## src/hdl/scp_pkg.sv

```systemverilog
// Shared types, character codes and command word table for the command line parser.
package scp_pkg;

    localparam int NAME_LIMIT_DEF  = 10;
    localparam int VALUE_LIMIT_DEF = 10;

    // Width of a field length; it can express lengths up to 31 characters.
    localparam int LEN_W = 5;

    localparam logic [7:0] CH_TAB   = 8'h09;
    localparam logic [7:0] CH_LF    = 8'h0A;
    localparam logic [7:0] CH_CR    = 8'h0D;
    localparam logic [7:0] CH_SPACE = 8'h20;
    localparam logic [7:0] CH_SEMI  = 8'h3B;
    localparam logic [7:0] CH_COMMA = 8'h2C;

    localparam logic [1:0] MODE_NAME   = 2'd0;
    localparam logic [1:0] MODE_FIRST  = 2'd1;
    localparam logic [1:0] MODE_SECOND = 2'd2;

    localparam int NUM_WORDS = 6;

    // One completed command waiting for the back end.
    typedef struct packed {
        logic [LEN_W-1:0] name_len;
        logic [LEN_W-1:0] first_len;
        logic [LEN_W-1:0] second_len;
        logic             too_long;
    } job_t;

    // Command words, first character in the top byte.
    function automatic logic [55:0] word_text(input logic [2:0] w);
        logic [55:0] t;
        unique case (w)
            3'd0:    t = {"H", 48'h0};
            3'd1:    t = {"HELP", 24'h0};
            3'd2:    t = {"R", 48'h0};
            3'd3:    t = {"RATE", 24'h0};
            3'd4:    t = {"X", 48'h0};
            default: t = "STOPALL";
        endcase
        return t;
    endfunction

    function automatic logic [2:0] word_len(input logic [2:0] w);
        logic [2:0] l;
        unique case (w)
            3'd0, 3'd2, 3'd4: l = 3'd1;
            3'd1, 3'd3:       l = 3'd4;
            default:          l = 3'd7;
        endcase
        return l;
    endfunction

    function automatic logic [7:0] word_char(input logic [2:0] w, input logic [2:0] i);
        logic [55:0] s;
        s = word_text(w) << {i, 3'b000};
        return s[55:48];
    endfunction

    function automatic logic [1:0] word_code(input logic [2:0] w);
        return w[2:1] + 2'd1;
    endfunction

endpackage

```

## src/hdl/scp_front.sv

```systemverilog
// Front end: takes characters, fills the three field stores and queues completed commands.
module scp_front
    import scp_pkg::*;
#(
    parameter int NAME_LIMIT  = NAME_LIMIT_DEF,
    parameter int VALUE_LIMIT = VALUE_LIMIT_DEF
)
(
    input  logic                        clk,
    input  logic                        rst_n,
    input  logic                        s_tvalid,
    output logic                        s_tready,
    input  logic [7:0]                  s_tdata,
    output job_t                        job,
    output logic                        job_valid,
    input  logic                        job_take,
    output logic [NAME_LIMIT:0][7:0]    name_buf,
    output logic [VALUE_LIMIT:0][7:0]   first_buf,
    output logic [VALUE_LIMIT:0][7:0]   second_buf
);

    localparam int NW = $clog2(NAME_LIMIT + 1);
    localparam int VW = $clog2(VALUE_LIMIT + 1);

    logic [1:0]    mode_reg, mode_next;
    logic [NW-1:0] name_count_reg, name_count_next;
    logic [VW-1:0] first_count_reg, first_count_next;
    logic [VW-1:0] second_count_reg, second_count_next;
    logic          job_valid_reg, job_valid_next;
    job_t          job_reg, job_next;

    logic [NAME_LIMIT:0][7:0]  name_buf_reg;
    logic [VALUE_LIMIT:0][7:0] first_buf_reg;
    logic [VALUE_LIMIT:0][7:0] second_buf_reg;

    logic       accept;
    logic       wr_name, wr_first, wr_second;
    logic [7:0] upper;

    assign accept = s_tvalid && s_tready;
    assign upper  = (s_tdata >= "a" && s_tdata <= "z") ? s_tdata - 8'd32 : s_tdata;

    always_comb
    begin
        mode_next         = mode_reg;
        name_count_next   = name_count_reg;
        first_count_next  = first_count_reg;
        second_count_next = second_count_reg;
        job_next          = job_reg;
        job_valid_next    = job_valid_reg && !job_take;
        wr_name           = 1'b0;
        wr_first          = 1'b0;
        wr_second         = 1'b0;
        if (accept)
        begin
            priority if (s_tdata == CH_LF || s_tdata == CH_SPACE ||
                         s_tdata == CH_TAB || s_tdata == CH_CR)
            begin
                mode_next = mode_reg;
            end
            else if (s_tdata == CH_SEMI)
            begin
                job_next = '{name_len: LEN_W'(name_count_reg),
                             first_len: LEN_W'(first_count_reg),
                             second_len: LEN_W'(second_count_reg),
                             too_long: 1'b0};
                job_valid_next    = 1'b1;
                name_count_next   = '0;
                first_count_next  = '0;
                second_count_next = '0;
                mode_next         = MODE_NAME;
            end
            else if (s_tdata == CH_COMMA && mode_reg == MODE_NAME)
            begin
                mode_next = MODE_FIRST;
            end
            else if (s_tdata == CH_COMMA && mode_reg == MODE_FIRST)
            begin
                mode_next = MODE_SECOND;
            end
            else if (mode_reg == MODE_NAME)
            begin
                wr_name = 1'b1;
                if (name_count_reg == NW'(NAME_LIMIT))
                begin
                    job_next = '{name_len: LEN_W'(NAME_LIMIT + 1),
                                 first_len: LEN_W'(first_count_reg),
                                 second_len: LEN_W'(second_count_reg),
                                 too_long: 1'b1};
                    job_valid_next  = 1'b1;
                    name_count_next = '0;
                end
                else
                begin
                    name_count_next = name_count_reg + 1'b1;
                end
            end
            else if (mode_reg == MODE_FIRST)
            begin
                wr_first = 1'b1;
                if (first_count_reg == VW'(VALUE_LIMIT))
                begin
                    job_next = '{name_len: LEN_W'(name_count_reg),
                                 first_len: LEN_W'(VALUE_LIMIT + 1),
                                 second_len: LEN_W'(second_count_reg),
                                 too_long: 1'b1};
                    job_valid_next   = 1'b1;
                    first_count_next = '0;
                end
                else
                begin
                    first_count_next = first_count_reg + 1'b1;
                end
            end
            else
            begin
                wr_second = 1'b1;
                if (second_count_reg == VW'(VALUE_LIMIT))
                begin
                    job_next = '{name_len: LEN_W'(name_count_reg),
                                 first_len: LEN_W'(first_count_reg),
                                 second_len: LEN_W'(VALUE_LIMIT + 1),
                                 too_long: 1'b1};
                    job_valid_next    = 1'b1;
                    second_count_next = '0;
                end
                else
                begin
                    second_count_next = second_count_reg + 1'b1;
                end
            end
        end
    end

    always_ff @(posedge clk or negedge rst_n)
    begin
        if (!rst_n)
        begin
            mode_reg         <= MODE_NAME;
            name_count_reg   <= '0;
            first_count_reg  <= '0;
            second_count_reg <= '0;
            job_valid_reg    <= 1'b0;
        end
        else
        begin
            mode_reg         <= mode_next;
            name_count_reg   <= name_count_next;
            first_count_reg  <= first_count_next;
            second_count_reg <= second_count_next;
            job_valid_reg    <= job_valid_next;
        end
    end

    always_ff @(posedge clk)
    begin
        job_reg <= job_next;
        if (wr_name)
        begin
            name_buf_reg[name_count_reg] <= upper;
        end
        if (wr_first)
        begin
            first_buf_reg[first_count_reg] <= s_tdata;
        end
        if (wr_second)
        begin
            second_buf_reg[second_count_reg] <= s_tdata;
        end
    end

    // The stores are held still while a command waits, so the back end copies a whole command.
    assign s_tready   = !job_valid_reg;
    assign job        = job_reg;
    assign job_valid  = job_valid_reg;
    assign name_buf   = name_buf_reg;
    assign first_buf  = first_buf_reg;
    assign second_buf = second_buf_reg;

    a_name_count_range: assert property (@(posedge clk) disable iff (!rst_n)
        name_count_reg <= NW'(NAME_LIMIT))
        else $error("name count beyond its limit");

    a_job_held: assert property (@(posedge clk) disable iff (!rst_n)
        job_valid_reg && !job_take |=> job_valid_reg && $stable(job_reg))
        else $error("queued command lost or changed before it was taken");

endmodule

```

## src/hdl/scp_back.sv

```systemverilog
// Back end: matches the command name and converts both value fields one character a cycle.
module scp_back
    import scp_pkg::*;
#(
    parameter int NAME_LIMIT  = NAME_LIMIT_DEF,
    parameter int VALUE_LIMIT = VALUE_LIMIT_DEF
)
(
    input  logic                        clk,
    input  logic                        rst_n,
    input  job_t                        job,
    input  logic                        job_valid,
    output logic                        job_take,
    input  logic [NAME_LIMIT:0][7:0]    name_buf,
    input  logic [VALUE_LIMIT:0][7:0]   first_buf,
    input  logic [VALUE_LIMIT:0][7:0]   second_buf,
    output logic                        m_tvalid,
    input  logic                        m_tready,
    output logic [71:0]                 m_tdata,
    output logic                        m_tuser
);

    localparam int NW = $clog2(NAME_LIMIT + 1);
    localparam int VW = $clog2(VALUE_LIMIT + 1);

    localparam logic [3:0] ST_IDLE = 4'd0;
    localparam logic [3:0] ST_NAME = 4'd1;
    localparam logic [3:0] ST_SKIP = 4'd2;
    localparam logic [3:0] ST_SIGN = 4'd3;
    localparam logic [3:0] ST_PRE0 = 4'd4;
    localparam logic [3:0] ST_PRE1 = 4'd5;
    localparam logic [3:0] ST_PRE2 = 4'd6;
    localparam logic [3:0] ST_DIG  = 4'd7;
    localparam logic [3:0] ST_FIN  = 4'd8;
    localparam logic [3:0] ST_OUT  = 4'd9;

    localparam logic [1:0] BASE_8  = 2'd0;
    localparam logic [1:0] BASE_10 = 2'd1;
    localparam logic [1:0] BASE_16 = 2'd2;

    localparam logic [31:0] MAG_CAP = 32'h8000_0000;

    function automatic logic [5:0] digit_of(input logic [7:0] c);
        logic [5:0] d;
        priority if (c >= "0" && c <= "9") d = 6'(c - 8'd48);
        else if (c >= "a" && c <= "z")     d = 6'(c - 8'd87);
        else if (c >= "A" && c <= "Z")     d = 6'(c - 8'd55);
        else                               d = 6'd63;
        return d;
    endfunction

    logic [3:0]       state_reg, state_next;
    logic [LEN_W-1:0] rp_reg, rp_next;
    logic [LEN_W-1:0] zpos_reg, zpos_next;
    logic [LEN_W-1:0] nn_reg, nn_next, n1_reg, n1_next, n2_reg, n2_next;
    logic             flag_reg, flag_next;
    logic [NUM_WORDS-1:0] ok_reg, ok_next;
    logic [1:0]       code_reg, code_next;
    logic             fld_reg, fld_next;
    logic             neg_reg, neg_next;
    logic [1:0]       base_reg, base_next;
    logic [31:0]      mag_reg, mag_next;
    logic [31:0]      v1_reg, v1_next;
    logic             m_tvalid_reg, m_tvalid_next;
    logic [71:0]      m_tdata_reg, m_tdata_next;
    logic             m_tuser_reg, m_tuser_next;

    logic [NAME_LIMIT:0][7:0]  nb_reg;
    logic [VALUE_LIMIT:0][7:0] fb_reg, sb_reg;

    logic [7:0]       nch, cur;
    logic [LEN_W-1:0] nfield;
    logic             in_field;
    logic [5:0]       dig;
    logic [5:0]       base_lim;
    logic [35:0]      prod;
    logic [31:0]      value;

    assign job_take = (state_reg == ST_IDLE) && job_valid;
    assign nch      = nb_reg[rp_reg[NW-1:0]];
    assign cur      = fld_reg ? sb_reg[rp_reg[VW-1:0]] : fb_reg[rp_reg[VW-1:0]];
    assign nfield   = fld_reg ? n2_reg : n1_reg;
    assign in_field = rp_reg < nfield;
    assign dig      = digit_of(cur);

    always_comb
    begin
        unique case (base_reg)
            BASE_8:  base_lim = 6'd8;
            BASE_16: base_lim = 6'd16;
            default: base_lim = 6'd10;
        endcase
        unique case (base_reg)
            BASE_8:  prod = {1'b0, mag_reg, 3'b000};
            BASE_16: prod = {mag_reg, 4'b0000};
            default: prod = {1'b0, mag_reg, 3'b000} + {3'b000, mag_reg, 1'b0};
        endcase
        prod = prod + 36'(dig);
        if (neg_reg)
        begin
            value = (mag_reg >= MAG_CAP) ? MAG_CAP : (~mag_reg + 32'd1);
        end
        else
        begin
            value = (mag_reg > 32'h7FFF_FFFF) ? 32'h7FFF_FFFF : mag_reg;
        end
    end

    always_comb
    begin
        state_next    = state_reg;
        rp_next       = rp_reg;
        zpos_next     = zpos_reg;
        nn_next       = nn_reg;
        n1_next       = n1_reg;
        n2_next       = n2_reg;
        flag_next     = flag_reg;
        ok_next       = ok_reg;
        code_next     = code_reg;
        fld_next      = fld_reg;
        neg_next      = neg_reg;
        base_next     = base_reg;
        mag_next      = mag_reg;
        v1_next       = v1_reg;
        m_tdata_next  = m_tdata_reg;
        m_tuser_next  = m_tuser_reg;
        m_tvalid_next = m_tvalid_reg && !m_tready;
        unique case (state_reg)
            ST_IDLE:
            begin
                if (job_valid)
                begin
                    nn_next    = job.name_len;
                    n1_next    = job.first_len;
                    n2_next    = job.second_len;
                    flag_next  = job.too_long;
                    rp_next    = '0;
                    ok_next    = '1;
                    state_next = ST_NAME;
                end
            end
            ST_NAME:
            begin
                if (rp_reg < nn_reg && nch != 8'h00)
                begin
                    for (int k = 0; k < NUM_WORDS; k++)
                    begin
                        ok_next[k] = ok_reg[k] && (rp_reg < LEN_W'(word_len(3'(k)))) &&
                                     (nch == word_char(3'(k), rp_reg[2:0]));
                    end
                    rp_next = rp_reg + 1'b1;
                end
                else
                begin
                    code_next = 2'd0;
                    for (int k = NUM_WORDS - 1; k >= 0; k--)
                    begin
                        if (ok_reg[k] && rp_reg == LEN_W'(word_len(3'(k))))
                        begin
                            code_next = word_code(3'(k));
                        end
                    end
                    fld_next   = 1'b0;
                    rp_next    = '0;
                    neg_next   = 1'b0;
                    mag_next   = '0;
                    state_next = ST_SKIP;
                end
            end
            ST_SKIP:
            begin
                if (in_field && (cur == CH_SPACE || (cur >= 8'd9 && cur <= 8'd13)))
                begin
                    rp_next = rp_reg + 1'b1;
                end
                else
                begin
                    state_next = ST_SIGN;
                end
            end
            ST_SIGN:
            begin
                if (in_field && (cur == "+" || cur == "-"))
                begin
                    neg_next = (cur == "-");
                    rp_next  = rp_reg + 1'b1;
                end
                state_next = ST_PRE0;
            end
            ST_PRE0:
            begin
                base_next = BASE_10;
                if (in_field && cur == "0")
                begin
                    zpos_next  = rp_reg;
                    rp_next    = rp_reg + 1'b1;
                    state_next = ST_PRE1;
                end
                else
                begin
                    state_next = ST_DIG;
                end
            end
            ST_PRE1:
            begin
                if (({1'b0, zpos_reg} + 6'd2 < {1'b0, nfield}) && (cur == "x" || cur == "X"))
                begin
                    rp_next    = rp_reg + 1'b1;
                    state_next = ST_PRE2;
                end
                else
                begin
                    base_next  = BASE_8;
                    rp_next    = zpos_reg;
                    state_next = ST_DIG;
                end
            end
            ST_PRE2:
            begin
                if (dig < 6'd16)
                begin
                    base_next = BASE_16;
                end
                else
                begin
                    base_next = BASE_8;
                    rp_next   = zpos_reg;
                end
                state_next = ST_DIG;
            end
            ST_DIG:
            begin
                if (in_field && dig < base_lim)
                begin
                    mag_next = (prod > 36'(MAG_CAP)) ? MAG_CAP : prod[31:0];
                    rp_next  = rp_reg + 1'b1;
                end
                else
                begin
                    state_next = ST_FIN;
                end
            end
            ST_FIN:
            begin
                if (!fld_reg)
                begin
                    v1_next    = value;
                    fld_next   = 1'b1;
                    rp_next    = '0;
                    neg_next   = 1'b0;
                    mag_next   = '0;
                    state_next = ST_SKIP;
                end
                else
                begin
                    state_next = ST_OUT;
                end
            end
            ST_OUT:
            begin
                if (!m_tvalid_reg || m_tready)
                begin
                    m_tdata_next  = {6'b000000, value, v1_reg, code_reg};
                    m_tuser_next  = flag_reg;
                    m_tvalid_next = 1'b1;
                    state_next    = ST_IDLE;
                end
            end
            default:
            begin
                state_next = ST_IDLE;
            end
        endcase
    end

    always_ff @(posedge clk or negedge rst_n)
    begin
        if (!rst_n)
        begin
            state_reg    <= ST_IDLE;
            m_tvalid_reg <= 1'b0;
        end
        else
        begin
            state_reg    <= state_next;
            m_tvalid_reg <= m_tvalid_next;
        end
    end

    // The second value stays in the accumulator until ST_OUT finds the output register free.
    always_ff @(posedge clk)
    begin
        rp_reg      <= rp_next;
        zpos_reg    <= zpos_next;
        nn_reg      <= nn_next;
        n1_reg      <= n1_next;
        n2_reg      <= n2_next;
        flag_reg    <= flag_next;
        ok_reg      <= ok_next;
        code_reg    <= code_next;
        fld_reg     <= fld_next;
        neg_reg     <= neg_next;
        base_reg    <= base_next;
        mag_reg     <= mag_next;
        v1_reg      <= v1_next;
        m_tuser_reg <= m_tuser_next;
        m_tdata_reg <= m_tdata_next;
        if (job_take)
        begin
            nb_reg <= name_buf;
            fb_reg <= first_buf;
            sb_reg <= second_buf;
        end
    end

    assign m_tvalid = m_tvalid_reg;
    assign m_tdata  = m_tdata_reg;
    assign m_tuser  = m_tuser_reg;

    a_mag_capped: assert property (@(posedge clk) disable iff (!rst_n)
        (state_reg == ST_DIG || state_reg == ST_FIN) |-> mag_reg <= MAG_CAP)
        else $error("magnitude accumulator passed its saturation cap");

    a_result_from_out: assert property (@(posedge clk) disable iff (!rst_n)
        $rose(m_tvalid_reg) |-> $past(state_reg) == ST_OUT)
        else $error("result published outside the output step");

endmodule

```

## src/hdl/serial_command_line_parser_core.sv

```systemverilog
// Top level of the serial command line parser: front end, command queue and back end.
//
// Usage: characters arrive one per transaction on the slave stream (s_tdata[7:0]).
// Newline, carriage return, space and tab are dropped. A comma advances from the
// name field to the first value and then to the second value. A semicolon, or a
// field that grows past its limit, completes a command and produces one result
// transaction on the master stream.
// Flow: after a completing character s_tready drops until the back end takes the
// command, as soon as it is queued when the back end is idle, otherwise once it
// has finished the previous command. The back end walks the stored characters
// one per cycle.
// Reset clears the field mode, the counts and both handshakes; the character
// stores hold whatever they held until written. If the receiver stalls, the
// result is held in the output register while the back end converts the next
// command, which then waits in the back end until the output register is free,
// with s_tready low once a further command has been queued.
module serial_command_line_parser_core
    import scp_pkg::*;
#(
    parameter int NAME_LIMIT  = NAME_LIMIT_DEF,
    parameter int VALUE_LIMIT = VALUE_LIMIT_DEF
)
(
    input  logic        clk,
    input  logic        rst_n,
    input  logic        s_tvalid,
    output logic        s_tready,
    input  logic [7:0]  s_tdata,   // [7:0] char_in
    output logic        m_tvalid,
    input  logic        m_tready,
    output logic [71:0] m_tdata,   // [1:0] command_code, [33:2] first_value,
                                   // [65:34] second_value, [71:66] zero
    output logic        m_tuser    // [0] too_long
);

    job_t                      job;
    logic                      job_valid;
    logic                      job_take;
    logic [NAME_LIMIT:0][7:0]  name_buf;
    logic [VALUE_LIMIT:0][7:0] first_buf;
    logic [VALUE_LIMIT:0][7:0] second_buf;

    // The front end classifies and stores characters; its single queued command
    // lets it keep taking input while the back end is still converting.
    scp_front #(
        .NAME_LIMIT  (NAME_LIMIT),
        .VALUE_LIMIT (VALUE_LIMIT)
    ) u_front (
        .clk        (clk),
        .rst_n      (rst_n),
        .s_tvalid   (s_tvalid),
        .s_tready   (s_tready),
        .s_tdata    (s_tdata),
        .job        (job),
        .job_valid  (job_valid),
        .job_take   (job_take),
        .name_buf   (name_buf),
        .first_buf  (first_buf),
        .second_buf (second_buf)
    );

    // The back end copies the stores when it takes a command, then matches the
    // name and converts the values into its output register.
    scp_back #(
        .NAME_LIMIT  (NAME_LIMIT),
        .VALUE_LIMIT (VALUE_LIMIT)
    ) u_back (
        .clk        (clk),
        .rst_n      (rst_n),
        .job        (job),
        .job_valid  (job_valid),
        .job_take   (job_take),
        .name_buf   (name_buf),
        .first_buf  (first_buf),
        .second_buf (second_buf),
        .m_tvalid   (m_tvalid),
        .m_tready   (m_tready),
        .m_tdata    (m_tdata),
        .m_tuser    (m_tuser)
    );

endmodule
```

## config.mk

```make
export PLATFORM = sky130hd
export DESIGN_NAME = serial_command_line_parser_core
export DESIGN_NICKNAME = d
export VERILOG_FILES = /design/src/hdl/scp_pkg.sv /design/src/hdl/scp_front.sv /design/src/hdl/scp_back.sv /design/src/hdl/serial_command_line_parser_core.sv
export SDC_FILE = /design/constraint.sdc
export NUM_CORES = 1
export LEC_CHECK = 0
export ABC_AREA = 1
export BUFFER_PORTS_ARGS = -buffer_cell sky130_fd_sc_hd__clkbuf_2
export CAP_MARGIN = 20
export CORE_MARGIN = 2
export CORE_UTILIZATION = 55
export CTS_CLUSTER_SIZE = 30
export DETAILED_ROUTE_END_ITERATION = 7
export MAX_ROUTING_LAYER = met4
export PLACE_DENSITY = 0.71
export SLEW_MARGIN = 30
export SYNTH_ARGS = -nofsm -noshare
export SYNTH_HDL_FRONTEND = slang
export SYNTH_SLANG_ARGS = --single-unit
```

## constraint.sdc

```tcl
create_clock -name clk -period 21.4 [get_ports clk]
set_clock_uncertainty 0.2 [all_clocks]
set_input_delay 5.35 -clock clk [delete_from_list [all_inputs] [get_ports clk]]
set_output_delay 5.35 -clock clk [all_outputs]
set_load 0.02 [all_outputs]
```

==> results.sh <==
export IMPL_outcome="finished clean"
export IMPL_pwr_share_seq_pct=32.3
export IMPL_tightest_slew_ns=0.970
export IMPL_cts_root_buf="clkbuf_16"
export IMPL_synth_top_area_share_pct=63.8
export IMPL_clkTransAtPathRegs_ns=0.06
export IMPL_clockBufferDepth=3
export IMPL_vias=22214
export IMPL_place_hpwl_um=54200
export IMPL_drc=0
export IMPL_io_buffers=80
export IMPL_synth_xor_xnor_area_share_pct=0.944
export IMPL_path_cells="clkbuf_2 -> inv_1 -> nand3_1 -> o31ai_1 -> nand3_1 -> nand2_1 -> nand2_1 -> nand3_1 -> nor3_1 -> nand3_1 -> nor2_1"
export IMPL_synth_common_cells="edfxtp_1 (707), nand2_1 (639), inv_1 (372)"
export IMPL_yosysSeqAreaShare_pct=65.3
export IMPL_fin_setup_tns_ns=0
export IMPL_synthAdderAreaFrac_pct=2.56
export IMPL_ys_flop_type="edfxtp_1"
export IMPL_ys_ff_latch=727
export IMPL_nets=3242
export IMPL_numCtsBuffers=73
export IMPL_initialDrtViolationCount=1968
export IMPL_rows=90
export IMPL_critPathMaxStageDelay_ns=0.75
export IMPL_cts_resized=0
export IMPL_p_per_area_mw_per_mm2=157
export IMPL_leakage_nw=14.3
export IMPL_place_congestion=1.01
export IMPL_period_needed_ns=8.50
export IMPL_p_clk_share_pct=21.2
export IMPL_synth_compound_area_share_pct=6.10
export IMPL_viasPerCell=5.56
export IMPL_antenna_found_initial=1
export IMPL_synth_top_family_by_area="simple AND/OR/NAND/NOR gates"
export IMPL_synth_area_mux_share_pct=0.120
export IMPL_grt_pass1_wl_um=121000
export IMPL_synth_simple_gate_area_share_pct=18.9
export IMPL_p_sw_mw=2.55
export IMPL_htreeDepth=3
export IMPL_period_share_pct=39.7
export IMPL_synth_edf_count=707
export IMPL_start_kind="input port"
export IMPL_hold_path_class="flop to flop"
export IMPL_cp_common_cell="nand3_1"
export IMPL_drt_pass1_iter_count=6
export IMPL_r2r_setup_slack_ns=13.47
export IMPL_setup_viol=0
export IMPL_p_int_mw=3.22
export IMPL_yosys_top_cells_area="edfxtp_1 (64%), nand2_1 (7.2%), inv_1 (4.2%)"
export IMPL_cts_setup_buffers=0
export IMPL_die_height_um=250
export IMPL_fillers=4831
export IMPL_initial_utilization_pct=55.3
export IMPL_avgSynthCellArea_um2=10.9
export IMPL_die_area_mm2=0.0625
export IMPL_syn_cell_area_mm2=0.0333
export IMPL_synth_largest_area_cell="edfxtp_1"
export IMPL_chipWidth_um=250
export IMPL_vdd_drop_max_uv=115
export IMPL_grt_max_degree=91
export IMPL_clk_latency_ns=0.62
export IMPL_antenna_left=0
export IMPL_fmax_ghz=0.118
export IMPL_synth_most_common_cell="edfxtp_1"
export IMPL_avgRoutedWirePerCell_um=19.5
export IMPL_cap_violations=0
export IMPL_grt_usage_pct=26.0
export IMPL_drv_slew=0
export IMPL_fin_hold_ws_ns=0.211
export IMPL_hold_viol=0
export IMPL_slew_headroom_pct=35.3
export IMPL_cp_arrival_ns=8.54
export IMPL_wl_um=78100
export IMPL_crit_family="simple AND/OR/NAND/NOR gates"
export IMPL_areaGrowthSynthToFinish_pct=10.6
export IMPL_crit_path_max_fanout=35
export IMPL_worst_path_buf_inv=2
export IMPL_cp_slowest_cell="nor3_1"
export IMPL_p_sw_share_pct=44.2
export IMPL_grt_overflow=0
export IMPL_syn_inst=3056
export IMPL_drive_above_1_share_pct=11.9
export IMPL_pwr_share_comb_pct=46.5
export IMPL_cts_tree="done"
export IMPL_grt_pass1_vias=22150
export IMPL_required_ns=21.43
export IMPL_cts_hold_fix_buffers=0
export IMPL_worstSetupPathType="input port to flop"
export IMPL_io_pins=87
export IMPL_synth_warnings=0
export IMPL_grt_setup_unrepaired="no"
export IMPL_cts_sinks=727
export IMPL_synth_async_reset_ratio_pct=2.75
export IMPL_core_area_mm2=0.0601
export IMPL_critPathCaptureType="flop"
export IMPL_synthDistinctLibCells=63
[cells in the final DEF (no fill, tap or decap), drive strengths merged, types with 8 or more instances in the layout]
cell type	count
xor2	27
nor4	9
o21ai	114
nor3	47
clkbuf	165
nand4	33
edfxtp	707
nand3	240
or2	15
o221ai	16
nand2	681
nor2	375
buf	29
inv	400
dfrtp	20
ha	65
clkinv	37
o2111ai	10
a22oi	28
xnor2	8
o22ai	27
a21oi	76
o211ai	29
[power by group through the flow]
stage,Combinational (mW),Sequential (mW),Clock [mW]
2_1_floorplan,1.97,1.89,0
3_3_place_gp,2.59,1.89,0
3_5_place_dp,2.65,1.89,0
4_1_cts,2.67,1.86,1.25
5_1_grt,3.01,1.88,1.30
6_report,2.68,1.87,1.22
[metal layers]
metal / wire, um / global-route usage, % / vias up
met1: 30700 / 31.0 / 10556
met3: 4640 / 3.56 / 181
met4: 2830 / 10.5 / 0
met5: 0 / - / -
met2: 39900 / 44.7 / 813
li1: - / - / 10664
[area by class of cell]
| cell class | instances | area [um2] | share of cell area [%] |
|---|---|---|---|
| sequential | 727 | 21700 | 59.0 |
| multi-input combinational | 1850 | 9650 | 26.2 |
| clock buffer | 86 | 1900 | 5.15 |
| inverter | 403 | 1510 | 4.11 |
| tap | 782 | 978 | 2.66 |
| timing repair buffer | 108 | 662 | 1.80 |
| clock inverter | 41 | 390 | 1.06 |
| antenna | 1 | 2.50 | 0.00680 |
[final timing paths]
path	start	end	cells past startpoint
worst max-delay path	s_tdata[0]	u_front.first_buf[44]	11
worst min-delay path	u_front.second_buf[35]	u_back.sb_reg[35]	0
worst max register to register	u_back.rp_reg[0]	u_back.mag_reg[3]	44
worst min register to register	u_front.second_buf[35]	u_back.sb_reg[35]	0
max in group asynchronous	rst_n	u_back.state_reg[2]	1
min in group asynchronous	rst_n	u_front.name_count_reg[3]	1
[cell families after synthesis]
logic type | after synthesis
AO/OA/AOI/OAI | 330
adder cells (fa/ha/maj) | 67
XOR/XNOR | 35
AND/OR/NAND/NOR | 1408
buffers and inverters | 484
other | 1
multiplexers | 4
flip-flops | 727
[stage by stage]
step / cell area, um2 / power, mW / std cells / util (%) / setup WS (ns)
global placement: 34400 / 4.48 / 3867 / 57.2 / 12.39
CTS: 36800 / 5.78 / 3996 / 61.1 / 12.90
finish: 36800 / 5.77 / 3998 / 61.2 / 12.90
global route: 36800 / 6.18 / 3998 / 61.2 / 12.73
detailed placement: 34500 / 4.55 / 3869 / 57.3 / 12.26
floorplan: 33300 / 3.86 / 3061 / - / 7.94
(Power assumes the default switching activity.)
